File: src/hw/rtl/assert_macros.svh
// Assertion macros for the RTL modules.
`ifndef ASSERT_MACROS_SVH
`define ASSERT_MACROS_SVH

// Property checked on every rising clock edge outside reset.
`define ASSERT_AT(lbl, prop, msg) \
	lbl: assert property (@(posedge clk) disable iff (!arst_n) prop) else $error(msg);

// Condition that must never hold outside reset.
`define ASSERT_NEVER(lbl, cond, msg) \
	lbl: assert property (@(posedge clk) disable iff (!arst_n) !(cond)) else $error(msg);

`endif

File: src/hw/rtl/ircr_pkg.sv
// Types and constants of the infrared chunk reassembler.
package ircr_pkg;

	localparam int CHUNK_COUNT  = 4;
	localparam int CHUNK_BYTES  = 3;
	localparam int PACKET_BYTES = CHUNK_COUNT * CHUNK_BYTES;

	localparam logic [7:0]  HEADER_MASK   = 8'hFC;
	localparam logic [3:0]  FULL_MASK     = 4'hF;
	localparam logic [15:0] TIMER_MAX     = 16'hFFFF;
	localparam logic [15:0] TIMEOUT_RESET = 16'd500;
	localparam logic [5:0]  PREFIX_RESET  = 6'd0;

	// register indexes on the configuration port
	localparam logic REG_FRAME_PREFIX = 1'b0;
	localparam logic REG_TIMEOUT_MS   = 1'b1;

	// item opcodes
	localparam logic OP_FRAME = 1'b0;
	localparam logic OP_TICK  = 1'b1;

	typedef struct packed {
		logic        op;
		logic [31:0] frame_word;
	} in_item_t;

	typedef struct packed {
		logic [7:0] packet_byte;
		logic [3:0] byte_index;
		logic       last;
	} out_item_t;

endpackage

File: src/hw/rtl/ir_chunk_reassembler.sv
// Infrared chunk reassembler: rebuilds 12-byte packets from four 3-byte frames.
//
// Input channel (in_valid/in_ready/in_item): each item is a received frame or a
// one-millisecond tick. Every item is handled in the cycle it is accepted; the
// timer, chunk mask and assembly bytes update at that edge, so one item can be
// accepted every cycle while in_ready is high.
// Output channel (out_valid/out_ready/out_item): a completed packet is copied
// into an output buffer and sent as twelve items, byte 0 first, the cycle after
// the completing frame is accepted, one item per cycle while out_ready is high.
// Throughput is set by that 12-deep output buffer: ticks and frames that do not
// complete a packet are always taken, while a frame that completes a packet
// waits (in_ready low) until the previous packet's last byte is taken.
// A stalled receiver simply holds the current byte; nothing is dropped.
// Configuration (cfg_we/cfg_index/cfg_data) writes the prefix or the timeout,
// with no read-back.
// Reset clears the chunk mask, timer and output buffer state, sets the prefix
// to 0 and the timeout to 500 ticks. No clearing pass is needed.
module ir_chunk_reassembler (
	input  logic                clk,
	input  logic                arst_n,
	input  logic                in_valid,
	output logic                in_ready,
	input  ircr_pkg::in_item_t  in_item,
	output logic                out_valid,
	input  logic                out_ready,
	output ircr_pkg::out_item_t out_item,
	input  logic                cfg_we,
	input  logic                cfg_index,
	input  logic [15:0]         cfg_data
);

`include "assert_macros.svh"

	localparam logic [3:0] LAST_INDEX = 4'(ircr_pkg::PACKET_BYTES - 1);

	logic [5:0]  prefix_q;
	logic [15:0] timeout_q;
	logic [3:0]  mask_q;
	logic [15:0] timer_q;
	logic [7:0]  asm_q [ircr_pkg::PACKET_BYTES];
	logic [7:0]  pkt_q [ircr_pkg::PACKET_BYTES];
	logic [3:0]  idx_q;
	logic        busy_q;

	logic        in_acc;
	logic        out_acc;
	logic        last_out;
	logic        is_frame;
	logic        match;
	logic [1:0]  chunk;
	logic [3:0]  mask_eff;
	logic [3:0]  mask_new;
	logic        done;
	logic [7:0]  merged [ircr_pkg::PACKET_BYTES];
	logic [7:0]  header;

	assign header   = in_item.frame_word[31:24];
	assign is_frame = (in_item.op == ircr_pkg::OP_FRAME);
	assign match    = ((header & ircr_pkg::HEADER_MASK) == {prefix_q, 2'b00});
	assign chunk    = header[1:0];

	always_comb begin
		// timeout drop happens before the header check
		if (mask_q != 4'd0 && timer_q >= timeout_q) begin
			mask_eff = 4'd0;
		end else begin
			mask_eff = mask_q;
		end
		if (chunk == 2'd0) begin
			mask_new = 4'(1) << chunk;
		end else begin
			mask_new = mask_eff | (4'(1) << chunk);
		end
	end

	assign done     = is_frame && match && (mask_new == ircr_pkg::FULL_MASK);
	assign last_out = (idx_q == LAST_INDEX);
	assign out_acc  = out_valid && out_ready;
	assign in_ready = !busy_q || !done || (out_ready && last_out);
	assign in_acc   = in_valid && in_ready;

	// packet as it stands after this frame's bytes are written
	for (genvar k = 0; k < ircr_pkg::PACKET_BYTES; k++) begin : g_merge
		localparam logic [1:0] SLOT = 2'(k / ircr_pkg::CHUNK_BYTES);
		localparam int         LANE = 2 - (k % ircr_pkg::CHUNK_BYTES);
		assign merged[k] = (chunk == SLOT) ? in_item.frame_word[LANE*8 +: 8] : asm_q[k];
	end

	always_ff @(posedge clk or negedge arst_n) begin
		if (!arst_n) begin
			prefix_q  <= ircr_pkg::PREFIX_RESET;
			timeout_q <= ircr_pkg::TIMEOUT_RESET;
		end else if (cfg_we) begin
			unique case (cfg_index)
				ircr_pkg::REG_FRAME_PREFIX: prefix_q  <= cfg_data[5:0];
				ircr_pkg::REG_TIMEOUT_MS:   timeout_q <= cfg_data;
				default: ;
			endcase
		end
	end

	always_ff @(posedge clk or negedge arst_n) begin
		if (!arst_n) begin
			mask_q  <= 4'd0;
			timer_q <= 16'd0;
		end else if (in_acc) begin
			if (!is_frame) begin
				if (timer_q != ircr_pkg::TIMER_MAX) begin
					timer_q <= timer_q + 16'd1;
				end
			end else if (!match) begin
				mask_q <= mask_eff;
			end else begin
				mask_q  <= done ? 4'd0 : mask_new;
				timer_q <= 16'd0;
			end
		end
	end

	// assembly bytes: written a chunk at a time, no reset
	always_ff @(posedge clk) begin
		if (in_acc && is_frame && match) begin
			for (int k = 0; k < ircr_pkg::PACKET_BYTES; k++) begin
				asm_q[k] <= merged[k];
			end
		end
	end

	// output buffer shifts toward entry 0 as bytes are taken
	always_ff @(posedge clk) begin
		if (in_acc && done) begin
			for (int k = 0; k < ircr_pkg::PACKET_BYTES; k++) begin
				pkt_q[k] <= merged[k];
			end
		end else if (out_acc) begin
			for (int k = 0; k < ircr_pkg::PACKET_BYTES - 1; k++) begin
				pkt_q[k] <= pkt_q[k + 1];
			end
		end
	end

	always_ff @(posedge clk or negedge arst_n) begin
		if (!arst_n) begin
			busy_q <= 1'b0;
			idx_q  <= 4'd0;
		end else if (in_acc && done) begin
			busy_q <= 1'b1;
			idx_q  <= 4'd0;
		end else if (out_acc) begin
			if (last_out) begin
				busy_q <= 1'b0;
				idx_q  <= 4'd0;
			end else begin
				idx_q <= idx_q + 4'd1;
			end
		end
	end

	assign out_valid            = busy_q;
	assign out_item.packet_byte = pkt_q[0];
	assign out_item.byte_index  = idx_q;
	assign out_item.last        = last_out;

	`ASSERT_NEVER(a_idx_range, busy_q && idx_q > LAST_INDEX, "byte index past end of packet")
	`ASSERT_NEVER(a_mask_not_full, mask_q == ircr_pkg::FULL_MASK, "full chunk mask left stored")
	`ASSERT_AT(a_load_starts, in_acc && done |=> busy_q && idx_q == 4'd0, "packet load did not restart run")
	`ASSERT_AT(a_no_overrun, in_acc && done && busy_q |-> out_acc && last_out, "packet loaded over a pending run")
	`ASSERT_AT(a_timer_restart, in_acc && is_frame && match |=> timer_q == 16'd0, "timer not restarted by chunk")

endmodule
File: config.mk
export PLATFORM = sky130hd
export DESIGN_NAME = ir_chunk_reassembler
export DESIGN_NICKNAME = d
export VERILOG_FILES = /design/src/hw/rtl/ircr_pkg.sv /design/src/hw/rtl/ir_chunk_reassembler.sv
export VERILOG_INCLUDE_DIRS = /design/src /design/src/hw/rtl
export SDC_FILE = /design/constraint.sdc
export NUM_CORES = 1
export LEC_CHECK = 0
export ABC_AREA = 1
export ABC_CLOCK_PERIOD_IN_PS = 24400
export BUFFER_PORTS_ARGS = -buffer_cell sky130_fd_sc_hd__buf_2
export CORE_MARGIN = 2
export CORE_UTILIZATION = 45
export CTS_CLUSTER_SIZE = 40
export DETAILED_ROUTE_END_ITERATION = 6
export GPL_TIMING_DRIVEN = 0
export SLEW_MARGIN = 20
export SYNTH_ARGS = -nofsm -noshare
export SYNTH_HDL_FRONTEND = slang
export SYNTH_SLANG_ARGS = --single-unit
File: constraint.sdc
create_clock -name clk -period 24.4 [get_ports clk]
set_clock_uncertainty 0.05 [all_clocks]
set_input_delay 0 -clock clk [delete_from_list [all_inputs] [get_ports clk]]
set_output_delay 0 -clock clk [all_outputs]
set_load 0.005 [all_outputs]
# Word-level counts from Yosys, hierarchy flattened
# Memory sizes are Yosys's and may differ from the RTL's.
# Cells that the tools add are included.
# Widths: inputs -> output; s select.
[word_totals] register_bits=47 mem_bits_rw=192 output_inout_bits=15 memories=2
[mem_list] memory="asm_q" depth=12 word_bits=8 rd=12 rd_clocked_by_memory_dff=0 write_ports=12 line_no="ir_chunk_reassembler.sv:40" rtl="logic [7:0] asm_q [ircr_pkg::PACKET_BYTES];"
[mem_list] memory="pkt_q" depth=12 word_bits=8 rd=12 rd_clocked_by_memory_dff=0 write_ports=12 line_no="ir_chunk_reassembler.sv:41" rtl="logic [7:0] pkt_q [ircr_pkg::PACKET_BYTES];"
[op_classes] n_addsub=2 order_cmp=1 eq_ne=8 n_shift=1 mux=43 bitwise=14 reduce_logical=23
[op_table] operator="$mux 8" n=23
[op_table] operator="$mux 16" n=3
[op_table] operator="$mux 4" n=7
[op_table] operator="$add 16x1->16 const B" n=1
[op_table] operator="$ge 16x16->1" n=1
[op_table] operator="$ne 16x16->1 const B" n=1
[op_table] operator="$or 1x1->1" n=11
[op_table] operator="$mux 1" n=10
[op_table] operator="$logic_and 1x1->1" n=9
[op_table] operator="$eq 4x4->1 const B" n=2
[op_table] operator="$reduce_and 2->1" n=4
[op_table] operator="$eq 6x6->1" n=1
[op_table] operator="$reduce_bool 2->1" n=3
[op_table] operator="$add 4x1->4 const B" n=1
[op_table] operator="$eq 2x2->1 const B" n=2
[op_table] operator="$or 4x4->4" n=1
[op_table] operator="$reduce_bool 4->1" n=1
[op_table] operator="$shl 1x2->4 const A" n=1
[op_table] operator="$reduce_and 3->1" n=1
[op_table] operator="$eq 2x1->1 const B" n=1
[op_table] operator="$logic_not 1->1" n=2
[op_table] operator="$logic_not 2->1" n=1
[op_table] operator="$logic_or 1x1->1" n=2
[op_table] operator="$ne 2x1->1 const B" n=1
[op_table] operator="$not 1->1" n=2

# Depth between registers and ports, before layout
# Gate-level depths: netlist of the first run.
[depth] ltp_word=15 ltp_mapped=21 ltp_nobuf=20

# Worst setup path before layout of the first run
# No wires, ideal clock.
[synth_path] kind="reg-to-reg" start="reg timeout_q[2]" end="mem asm_q[0][0], enable pin" arrival_ns=8.291 slack_ns=15.391 stages_incl_launch_ff=17 n_path_buf=0 synth_period_minus_slack_ns=9.009 cell_sequence="dfstp_2 > inv_1 > ha_1 > nand2_1 > nor2_1 > nor2_1 > nand2_1 > nand2_1 > nand2_1 > nand2_1 > nand2_1 > nand2_1 > nand3_1 > nand2_1 > nand4_1 > nand2_1 > nor3_1"
[synth_lines] item="start: declaration" line_no="ir_chunk_reassembler.sv:37" rtl="logic [15:0] timeout_q;"
[synth_lines] item="start signal: assignment" line_no="ir_chunk_reassembler.sv:92" rtl="timeout_q <= ircr_pkg::TIMEOUT_RESET;"
[synth_lines] item="start signal: assignment" line_no="ir_chunk_reassembler.sv:96" rtl="ircr_pkg::REG_TIMEOUT_MS: timeout_q <= cfg_data;"
[synth_lines] item="end: declaration" line_no="ir_chunk_reassembler.sv:40"

==> qor.yml, run 1 <==
grt_max_degree: 52
cap_violations: 0
async_flop_share_pct: 19.7
cts_root_buf: "clkbuf_16"
vias_per_cell: 5.20
syn2layout_area_growth_pct: 18.2
worst_setup_path_end_kind: "register"
cp_data_required_time_ns: 24.56
wirelength_um: 29000
clk_latency_ns: 0.54
synth_edf_count: 192
ys_top_cells_by_area: "edfxtp_1 52%, nand2_1 12%, dfrtp_1 9.3%"
dr.pass1.iters: 5
setup_violations: 0
reg2reg_depth: 14
worstSetupPathType: "reg -> reg"
placement.io_buffers: 69
synthTopCellsByCount: "368 x nand2_1, 192 x edfxtp_1, 120 x o21ai_0, 108 x nand3_1, 83 x inv_1"
final_util_pct: 53.9
cts_resized: 0
crit_chain: "ha_1 > a21oi_1 > o21ai_1 > a21oi_1 > nand2_1 > nand2_1 > nand2_1 > nand2_1 > nand2_1 > inv_2 > nand4_4 > buf_2 > nand2_4 > buf_12"
die_x_um: 161
drive_above_1_share_pct: 12.9
min_to: "asm_q[0][30]$_DFFE_PP_"
synth_top_area_cell: "edfxtp_1"
slowest_delay_ns: 0.56
min_path_type: "in -> reg"
ys.flop_type: "edfxtp_1"
io_pins: 70
min_path_cells: 3
synth_top_area_share_pct: 52.1
synth_cell_types: 32
worst_setup_path_start_kind: "register"
layout_min_cycle_time_ns: 3.94
grt_pass1_wl_um: 45400
synth.most_common_cell: "nand2_1"
crit_top_cell: "nand2_1"
period_share_pct: 16.1
overflow: 0
rr_startpoint: "timer_q[11]$_DFFE_PN0P_"
dr.max_layer_used: "met4"
start_util_pct: 45.6
tns_ns: 0
wl_met1_um: 12900
ys_ff_latch: 239
cts_tree: "yes"
status: "finished clean"
cts_made_buffers: 26
instances_no_fill: 1607
critPathTopFamily: "simple AND/OR/NAND/NOR gates"
antenna_left: 0
hold_viol: 0
first_iter_violations: 731
clkSlewWorstSetupHoldPaths_ns: 0.06
fmax_ghz: 0.254
nets: 1337
slowest_stage: "nand2_4"
place_congestion: 0.883
antenna_found_initial: 2
slew-limit-headroom_pct: 50.2
ir_worst_vdd_uv: 42.5
rrSetupSlack_ns: 20.46
hp-start: "in_item[22]"
die_area_um2: 25800
dp.cells: 1529
critPathBufInv: 3
wl_per_cell_um: 18.1
rsz0062_at_grt: "no"
drv_slew: 0
dr_wl_met3_um: 1640
synth_nets: 1196
ys_seq_area_share_pct: 62.8
total_power_uw: 913
std_cell_rows: 57
syn_inst: 1123
worst_pin_slew_ns: 0.747
core_um2: 24200
p_leak_uw: 0.00558
netlist_area_um2: 11100
crit_path_max_fanout: 51
drc_errors: 0
cts_buffer_depth: 3
globalRouteTotalUtil_pct: 22.8
dr_total_vias: 8352
dp.final_hpwl_um: 19800
power_density_nw_per_um2: 69.9
synth_warnings: 0
met2WireLength_um: 13900
cts_num_sinks: 239
r2r-end: "pkt_q[0][2]$_DFFE_PP_"
grt_pass1_vias: 8167
die_h_um: 161
critPathArrivalTime_ns: 4.10
cts_max_level: 1
avgSynthCellArea_um2: 9.85
-- per-stage QoR --
step	worst slack [ns]	hold slack, ns	instance area, µm²
detailed placement	20.53	0.0179	11900
global route	20.17	0.0187	13100
finish	20.46	0.0208	13100
global placement	11.09	0.188	11800
CTS	20.50	0.00198	13100
floorplan	15.39	-0.346	11100
-- final cells by class --
type / instances / area, µm²
fill: 2201 / 11200
sequential: 239 / 6950
multi-input combinational: 735 / 3470
timing repair buffer: 113 / 772
clock buffer: 34 / 681
tap: 324 / 405
buffer: 64 / 328
inverter: 85 / 319
clock inverter: 12 / 139
antenna: 1 / 2.50
-- cells by family after synthesis --
group | synth area share (%)
AO/OA/AOI/OAI | 7.62
XOR/XNOR | 0.951
adder cells (fa/ha/maj) | 2.04
buffers and inverters | 5.85
flip-flops | 62.8
AND/OR/NAND/NOR | 20.7
-- worst max-delay path by stage --
stage / from / to / depth (start not counted)
floorplan: timeout_q[2]$_DFFE_PN1P_ / asm_q[0][0]$_DFFE_PP_ / 16
detailed placement: timer_q[11]$_DFFE_PN0P_ / pkt_q[0][28]$_DFFE_PP_ / 14
finish: timer_q[11]$_DFFE_PN0P_ / pkt_q[0][2]$_DFFE_PP_ / 14
global route: timer_q[11]$_DFFE_PN0P_ / asm_q[2][0]$_DFFE_PP_ / 15
CTS: timeout_q[8]$_DFFE_PN1P_ / asm_q[2][1]$_DFFE_PP_ / 16
global placement: timeout_q[8]$_DFFE_PN1P_ / asm_q[1][27]$_DFFE_PP_ / 12
-- cells in the final DEF (no fill, tap or decap), drive strengths merged, types with 3 or more instances in the layout --
| master | count |
|---|---|
| a21oi | 20 |
| buf | 108 |
| bufinv | 3 |
| clkbuf | 72 |
| clkinv | 9 |
| dfrtp | 41 |
| dfstp | 6 |
| dlygate4sd3 | 31 |
| edfxtp | 192 |
| ha | 18 |
| inv | 85 |
| nand2 | 369 |
| nand3 | 111 |
| nand4 | 9 |
| nor2 | 30 |
| nor3 | 8 |
| o21a | 9 |
| o21ai | 134 |
| or2 | 10 |
| xor2 | 11 |
-- worst register-to-register path, delay by kind of cell, from the launching register on --
kind | cells | cell delay, ns
compound gates | 3 | 0.67
fa+ha+maj | 1 | 0.35
buf+inv | 3 | 0.74
flops | 1 | 0.46
simple gates | 7 | 1.32
-- registers in the layout, summed over array words and instances (netlist names) --
name	cells
timeout_q	16
asm_q	96
out_valid	1
prefix_q	6
pkt_q	96
timer_q	16
mask_q	4
idx_q	4
-- where the power goes --
part           internal [µW]  switching (µW)  leakage, µW  total [µW]
Clock                    227             159     0.000396         386
Sequential               451            6.25      0.00232         457
Combinational           24.8            45.5      0.00287        70.3
Total                    702             211      0.00558         913
-- layer usage --
metal,global-route usage [%],vias up
met2,38.6,279
met1,31.3,3950
li1,-,4080
met4,5.88,0
met3,3.13,43
met5,0,-
-- timing repair --
item / 4_1_cts / 5_1_grt
hold buffers: 31 / 0
buffers inserted: 0 / 0
hold endpoints to repair: 102 / 0
Power figures use the tool's default switching activity.
==> run 2: changes to the inputs <==
--- a/config.mk
+++ b/config.mk
@@ -6,8 +6,8 @@
 export SDC_FILE = /design/constraint.sdc
 export NUM_CORES = 1
 export LEC_CHECK = 0
-export ABC_AREA = 1
-export ABC_CLOCK_PERIOD_IN_PS = 24400
+export ABC_AREA = 0
+export ABC_CLOCK_PERIOD_IN_PS = 3800
 export BUFFER_PORTS_ARGS = -buffer_cell sky130_fd_sc_hd__buf_2
 export CORE_MARGIN = 2
 export CORE_UTILIZATION = 45
==> constraint.sdc (replaced) <==
create_clock -name clk -period 3.8 [get_ports clk]
set_clock_uncertainty 0.05 [all_clocks]
set_input_delay 0 -clock clk [delete_from_list [all_inputs] [get_ports clk]]
set_output_delay 0 -clock clk [all_outputs]
set_load 0.005 [all_outputs]
==> run 2 against run 1 <==
The run now ends with hold timing left; worst setup slack lost 20 ns; critical path depth shrank 3; utilization grew 1.0 points; largest cell class unchanged; die area grew 1.8%; final cell count shrank 26%; synthesized cell count shrank 37%; first-iteration DRC count shrank 36%; via count shrank 23%.
==> qor.yml, run 2 <==
synth_warnings: 0
worst_pin_slew_ns: 0.998
placed_area_um2: 12200
final_util_pct: 54.9
placement.io_buffers: 66
cap_violations: 0
p_leak_uw: 0.00525
die_area_um2: 26300
syn_inst: 702
hold_viol: 23
antenna_found_initial: 0
synthTopCellsByCount: "192 x edfxtp_1, 121 x mux2_2, 80 x mux2_4, 41 x dfrtp_1, 26 x nand2_1"
core_um2: 24500
cts_made_buffers: 26
ys_ff_latch: 239
worst_setup_path_end_kind: "register"
dr_total_vias: 6430
rsz0062_at_grt: "no"
cts_buffer_depth: 3
crit_path_max_fanout: 24
cts_max_level: 1
dp.cells: 1097
power_density_nw_per_um2: 440
die_x_um: 162
syn2layout_area_growth_pct: 19.3
clk_latency_ns: 0.53
cts_root_buf: "clkbuf_16"
fmax_ghz: 0.275
total_power_uw: 5910
synth_nets: 775
async_flop_share_pct: 19.7
dp.final_hpwl_um: 15400
grt_max_degree: 89
nets: 922
cts_num_sinks: 239
dr.pass1.iters: 5
synth.most_common_cell: "edfxtp_1"
min_path_type: "in -> async"
top_regs: "asm_q (96), pkt_q (96)"
grt_pass1_wl_um: 36700
cts_tree: "yes"
first_iter_violations: 469
place_congestion: 0.894
start_util_pct: 46.0
worstSetupPathType: "reg -> reg"
nFillCells: 1967
layout.cells.most_common: "edfxtp_1"
layout_common_cells: "192 x edfxtp_1, 121 x mux2_2, 80 x mux2_4"
ys.flop_type: "edfxtp_1"
final_area_um2: 13400
globalRouteTotalUtil_pct: 17.8
ys_top_cells_by_area: "edfxtp_1 51%, mux2_2 12%, mux2_4 11%"
die_h_um: 162
overflow: 0
synth_top_area_share_pct: 51.2
ys_seq_area_share_pct: 61.7
rrSetupSlack_ns: 0.17
wl_per_cell_um: 19.0
std_cell_rows: 57
instances_no_fill: 1191
io_pins: 70
slew-limit-headroom_pct: 33.2
synth_cell_types: 61
setup_violations: 0
layout_min_cycle_time_ns: 3.63
antenna_left: 0
drv_slew: 0
drive_above_1_share_pct: 39.4
avgSynthCellArea_um2: 16.0
violations: "hold timing"
cp_data_required_time_ns: 4.04
critPathArrivalTime_ns: 3.87
status: "finished with violations"
worst_setup_path_start_kind: "register"
clkSlewWorstSetupHoldPaths_ns: 0.06
wirelength_um: 22700
period_share_pct: 95.5
synth_top_area_cell: "edfxtp_1"
drc_errors: 0
synth_edf_count: 192
netlist_area_um2: 11300
vias_per_cell: 5.40
whs_ns: -0.0152
grt_pass1_vias: 6921
ir_worst_vdd_uv: 325
run 2: changes by cell type in the layout (fill, tap and decap cells not counted), moves of 15 or more:
cell,change
o21ai_0,-100
dlygate4sd3_1,+15
nand2_1,-342
mux2_2,+121
clkbuf_1,-22
buf_4,-19
nor2_1,-19
inv_1,-59
nand3_1,-102
mux2_4,+80
run 2: kinds of logic after synthesis:
| family | after synthesis | synth area share, % |
|---|---|---|
| flip-flops | 239 | 61.7 |
| buffers and inverters | 64 | 3.05 |
| AO/OA/AOI/OAI | 77 | 4.84 |
| XOR/XNOR | 6 | 0.467 |
| multiplexers | 207 | 23.4 |
| AND/OR/NAND/NOR | 91 | 4.56 |
| adder cells (fa/ha/maj) | 18 | 2.00 |
run 2: worst paths after layout:
check | from | end | cells past startpoint
max in group asynchronous | arst_n | timer_q[4]$_DFFE_PN0P_ | 2
worst min register to register | timeout_q[3]$_DFFE_PN0P_ | timeout_q[3]$_DFFE_PN0P_ | 1
min in group clk | cfg_index | prefix_q[0]$_DFFE_PN0P_ | 4
worst min-delay path | arst_n | prefix_q[4]$_DFFE_PN0P_ | 2
worst max-delay path | timeout_q[2]$_DFFE_PN1P_ | asm_q[2][20]$_DFFE_PP_ | 11
worst max register to register | timeout_q[2]$_DFFE_PN1P_ | asm_q[2][20]$_DFFE_PP_ | 11
run 2: per-stage QoR:
step                      setup TNS [ns]  setup WS (ns)
after floorplan                        0        0.00224
after global placement           -162.73          -1.13
after detailed placement           -2.15        -0.0629
after CTS                              0         0.0674
after global routing                   0         0.0443
final                                  0          0.170
run 2: area by class of cell:
type / instances / area (µm²) / area share, %
inverters: 25 / 93.8 / 0.699
well taps: 324 / 405 / 3.02
diodes: 1 / 2.50 / 0.0186
clock inverters: 12 / 115 / 0.857
clock buffers: 33 / 677 / 5.04
repair buffers: 118 / 931 / 6.93
multi-input cells: 400 / 4000 / 29.8
plain buffers: 39 / 253 / 1.88
flip-flops and latches: 239 / 6950 / 51.8
run 2: power breakdown:
group	internal, µW	leakage, µW	switching, µW
sequential	2900	0.00231	67.6
combinational	269	0.00256	283
clock	1390	0.000379	1010
run 2: repair_timing:
action	in CTS	in global routing
setup buffers	0	1
hold buffers	46	0
endpoints found under the setup margin	37	42
resized for setup	0	1
hold endpoints to repair	265	0
gates cloned	1	0
pin swaps	1	2
run 2: metal layers:
| metal | global-route usage (%) | vias to the layer above | wire, µm |
|---|---|---|---|
| met1 | 25.3 | 3269 | 10700 |
| met5 | 0 | - | 0 |
| met4 | 4.34 | 0 | 363 |
| met3 | 2.50 | 35 | 916 |
| met2 | 28.9 | 132 | 10700 |
| li1 | - | 2994 | - |
run 2: worst max-delay path, cell delays in order, from the launching register on:
cell and delay [ns]:
dfstp_2 0.53, inv_1 0.04, ha_1 0.30, and3_1 0.18, o21ai_0 0.28, a311oi_4 0.19
o41ai_2 0.76, clkbuf_2 0.42, nor2_4 0.09, buf_12 0.18, buf_16 0.17, buf_16 0.17
==> run 3: changes to the inputs <==
--- a/config.mk
+++ b/config.mk
@@ -14,6 +14,7 @@
 export CTS_CLUSTER_SIZE = 40
 export DETAILED_ROUTE_END_ITERATION = 6
 export GPL_TIMING_DRIVEN = 0
+export SETUP_SLACK_MARGIN = 0.3
 export SLEW_MARGIN = 20
 export SYNTH_ARGS = -nofsm -noshare
 export SYNTH_HDL_FRONTEND = slang
==> run 3 against run 2 <==
The run still ends with hold timing left; critical path depth did not move; final area decreased by 0.31%; combinational power up 3%; die area did not move; worst hold slack better by 0.0092 ns; clock-buffer cell count grew 3; final cell count unchanged; worst setup slack better by 0.31 ns; total power is 2.3% lower; register-to-register slack improved by 0.31 ns; non-clock buffer count grew 1; highest routed layer unchanged.
==> qor.yml, run 3 (synthesis results as in run 2) <==
cts_root_buf: "clkbuf_16"
cts_buffer_depth: 3
dr_total_vias: 6472
slowest_delay_ns: 0.58
p_leak_uw: 0.00523
die_h_um: 162
fmax_ghz: 0.302
drv_slew: 0
cp_data_required_time_ns: 4.02
grt_pass1_wl_um: 35800
seqCellArea_um2: 6950
syn2layout_area_growth_pct: 18.9
hold_viol: 11
io_pins: 70
layout_min_cycle_time_ns: 3.32
globalRouteTotalUtil_pct: 17.3
slowest_stage: "o41ai_4"
critPathArrivalTime_ns: 3.54
core_um2: 24500
slew-limit-headroom_pct: 29.1
cts_max_level: 1
switchingPower_uw: 1340
tns_ns: 0
top_regs: "asm_q (96), pkt_q (96)"
reg2reg_depth: 11
antenna_left: 0
multi_input_area_um2: 4020
first_iter_violations: 466
dp.final_hpwl_um: 15500
grt_max_degree: 89
rr_startpoint: "timeout_q[6]$_DFFE_PN1P_"
clkSlewWorstSetupHoldPaths_ns: 0.06
worstSetupPathType: "reg -> reg"
power_switching_share_pct: 23.2
critPathBufInv: 5
cts_tree: "yes"
dr.pass1.iters: 5
status: "finished with violations"
r2r-end: "asm_q[2][27]$_DFFE_PP_"
overflow: 0
drive_above_1_share_pct: 39.4
place_congestion: 0.873
layout.cells.most_common: "edfxtp_1"
std_cell_rows: 57
power.internal_uw: 4440
whs_ns: -0.00597
clk_latency_ns: 0.52
wl_per_cell_um: 18.9
start_util_pct: 46.0
drc_errors: 0
worst_setup_path_start_kind: "register"
setup_violations: 0
period_share_pct: 87.3
die_x_um: 162
worst_setup_path_end_kind: "register"
nFillCells: 1947
violations: "hold timing"
cts_made_buffers: 26
crit_top_cell: "buf_16"
crit_chain: "inv_1 > ha_1 > a41o_1 > a21oi_1 > o221ai_2 > o41ai_4 > clkbuf_8 > nor2_4 > buf_16 > buf_16 > buf_12"
num_antenna_cells: 0
critPathTopFamily: "compound AO/OA/AOI/OAI gates"
crit_path_max_fanout: 25
seqPwrFrac_pct: 51.4
antenna_found_initial: 0
placement.io_buffers: 66
power_density_nw_per_um2: 431
layout_common_cells: "192 x edfxtp_1, 121 x mux2_2, 80 x mux2_4"
grt_pass1_vias: 6790
clkPwrFrac_pct: 38.8
worst_pin_slew_ns: 1.06
min_path_type: "in -> async"
nets: 923
cap_violations: 0
cts_num_sinks: 239
die_area_um2: 26300
wirelength_um: 22500
vias_per_cell: 5.43
rsz0062_at_grt: "no"
rrSetupSlack_ns: 0.48
ir_worst_vdd_uv: 276
power_frac_comb_pct: 9.8
## run 3: changes by cell type in the layout (fill, tap and decap cells not counted), moves of 2 or more
cell       change
clkinv_1       -3
clkinv_2       +3
buf_4          +3
bufinv_16      -2
clkbuf_1       +3
## run 3: power groups by stage
| stage | logic [µW] | registers [µW] | clock network, µW |
|---|---|---|---|
| final | 566 | 2970 | 2240 |
| after global routing | 625 | 2980 | 2400 |
| after floorplan | 365 | 3000 | 0 |
| after global placement | 481 | 3020 | 0 |
| after detailed placement | 512 | 3020 | 0 |
| after CTS | 557 | 2970 | 2300 |
## run 3: worst max path at each step
stage          cells past startpoint                      from  slack, ns                endpoint
3_5_place_dp                      10   timer_q[15]$_DFFE_PN0P_       0.07  asm_q[2][30]$_DFFE_PP_
4_1_cts                           10  timeout_q[2]$_DFFE_PN1P_       0.35  pkt_q[0][86]$_DFFE_PP_
3_3_place_gp                       7   timer_q[13]$_DFFE_PN0P_      -1.03  asm_q[2][29]$_DFFE_PP_
5_1_grt                           11  timeout_q[6]$_DFFE_PN1P_       0.32  asm_q[2][27]$_DFFE_PP_
2_1_floorplan                      7   timer_q[13]$_DFFE_PN0P_       0.05   asm_q[0][0]$_DFFE_PP_
6_report                          11  timeout_q[6]$_DFFE_PN1P_       0.48  asm_q[2][27]$_DFFE_PP_
## run 3: what timing repair did
action                                  CTS  global route
hold endpoints to repair                265             0
cloned                                    1             0
buffers inserted                          1             2
pin swaps                                 2             2
hold buffers                             46             0
endpoints found under the setup margin  127            93
gates resized for setup                   2             0
## run 3: layer usage
layer  routed length [µm]  track usage [%]  part of all wire (%)  up-vias
li1                     -                -                     -     3010
met2                10600             29.2                    47      144
met5                    0                0                     0        -
met3                  857             2.02                   3.8       37
met1                10700             24.2                    47     3281
met4                  398             4.14                   1.8        0
## run 3: cell type report
cell class              count  area share, %
flip-flops and latches    239           51.9
multi-input cells         400           30.0
repair buffers            119           6.86
clock buffers              36           5.14
well taps                 324           3.03
plain buffers              39           1.95
inverters                  25          0.701
clock inverters             9          0.383
## run 3: metrics by stage
stage | utilization [%] | setup slack, ns | total power, µW | instances | cell area [µm²]
floorplan | - | 0.0502 | 3360 | 702 | 11300
global placement | 49.2 | -1.03 | 3500 | 1092 | 12000
detailed placement | 49.7 | 0.0666 | 3530 | 1096 | 12100
CTS | 54.7 | 0.348 | 5830 | 1189 | 13400
global route | 54.7 | 0.322 | 6010 | 1191 | 13400
finish | 54.7 | 0.484 | 5780 | 1191 | 13400
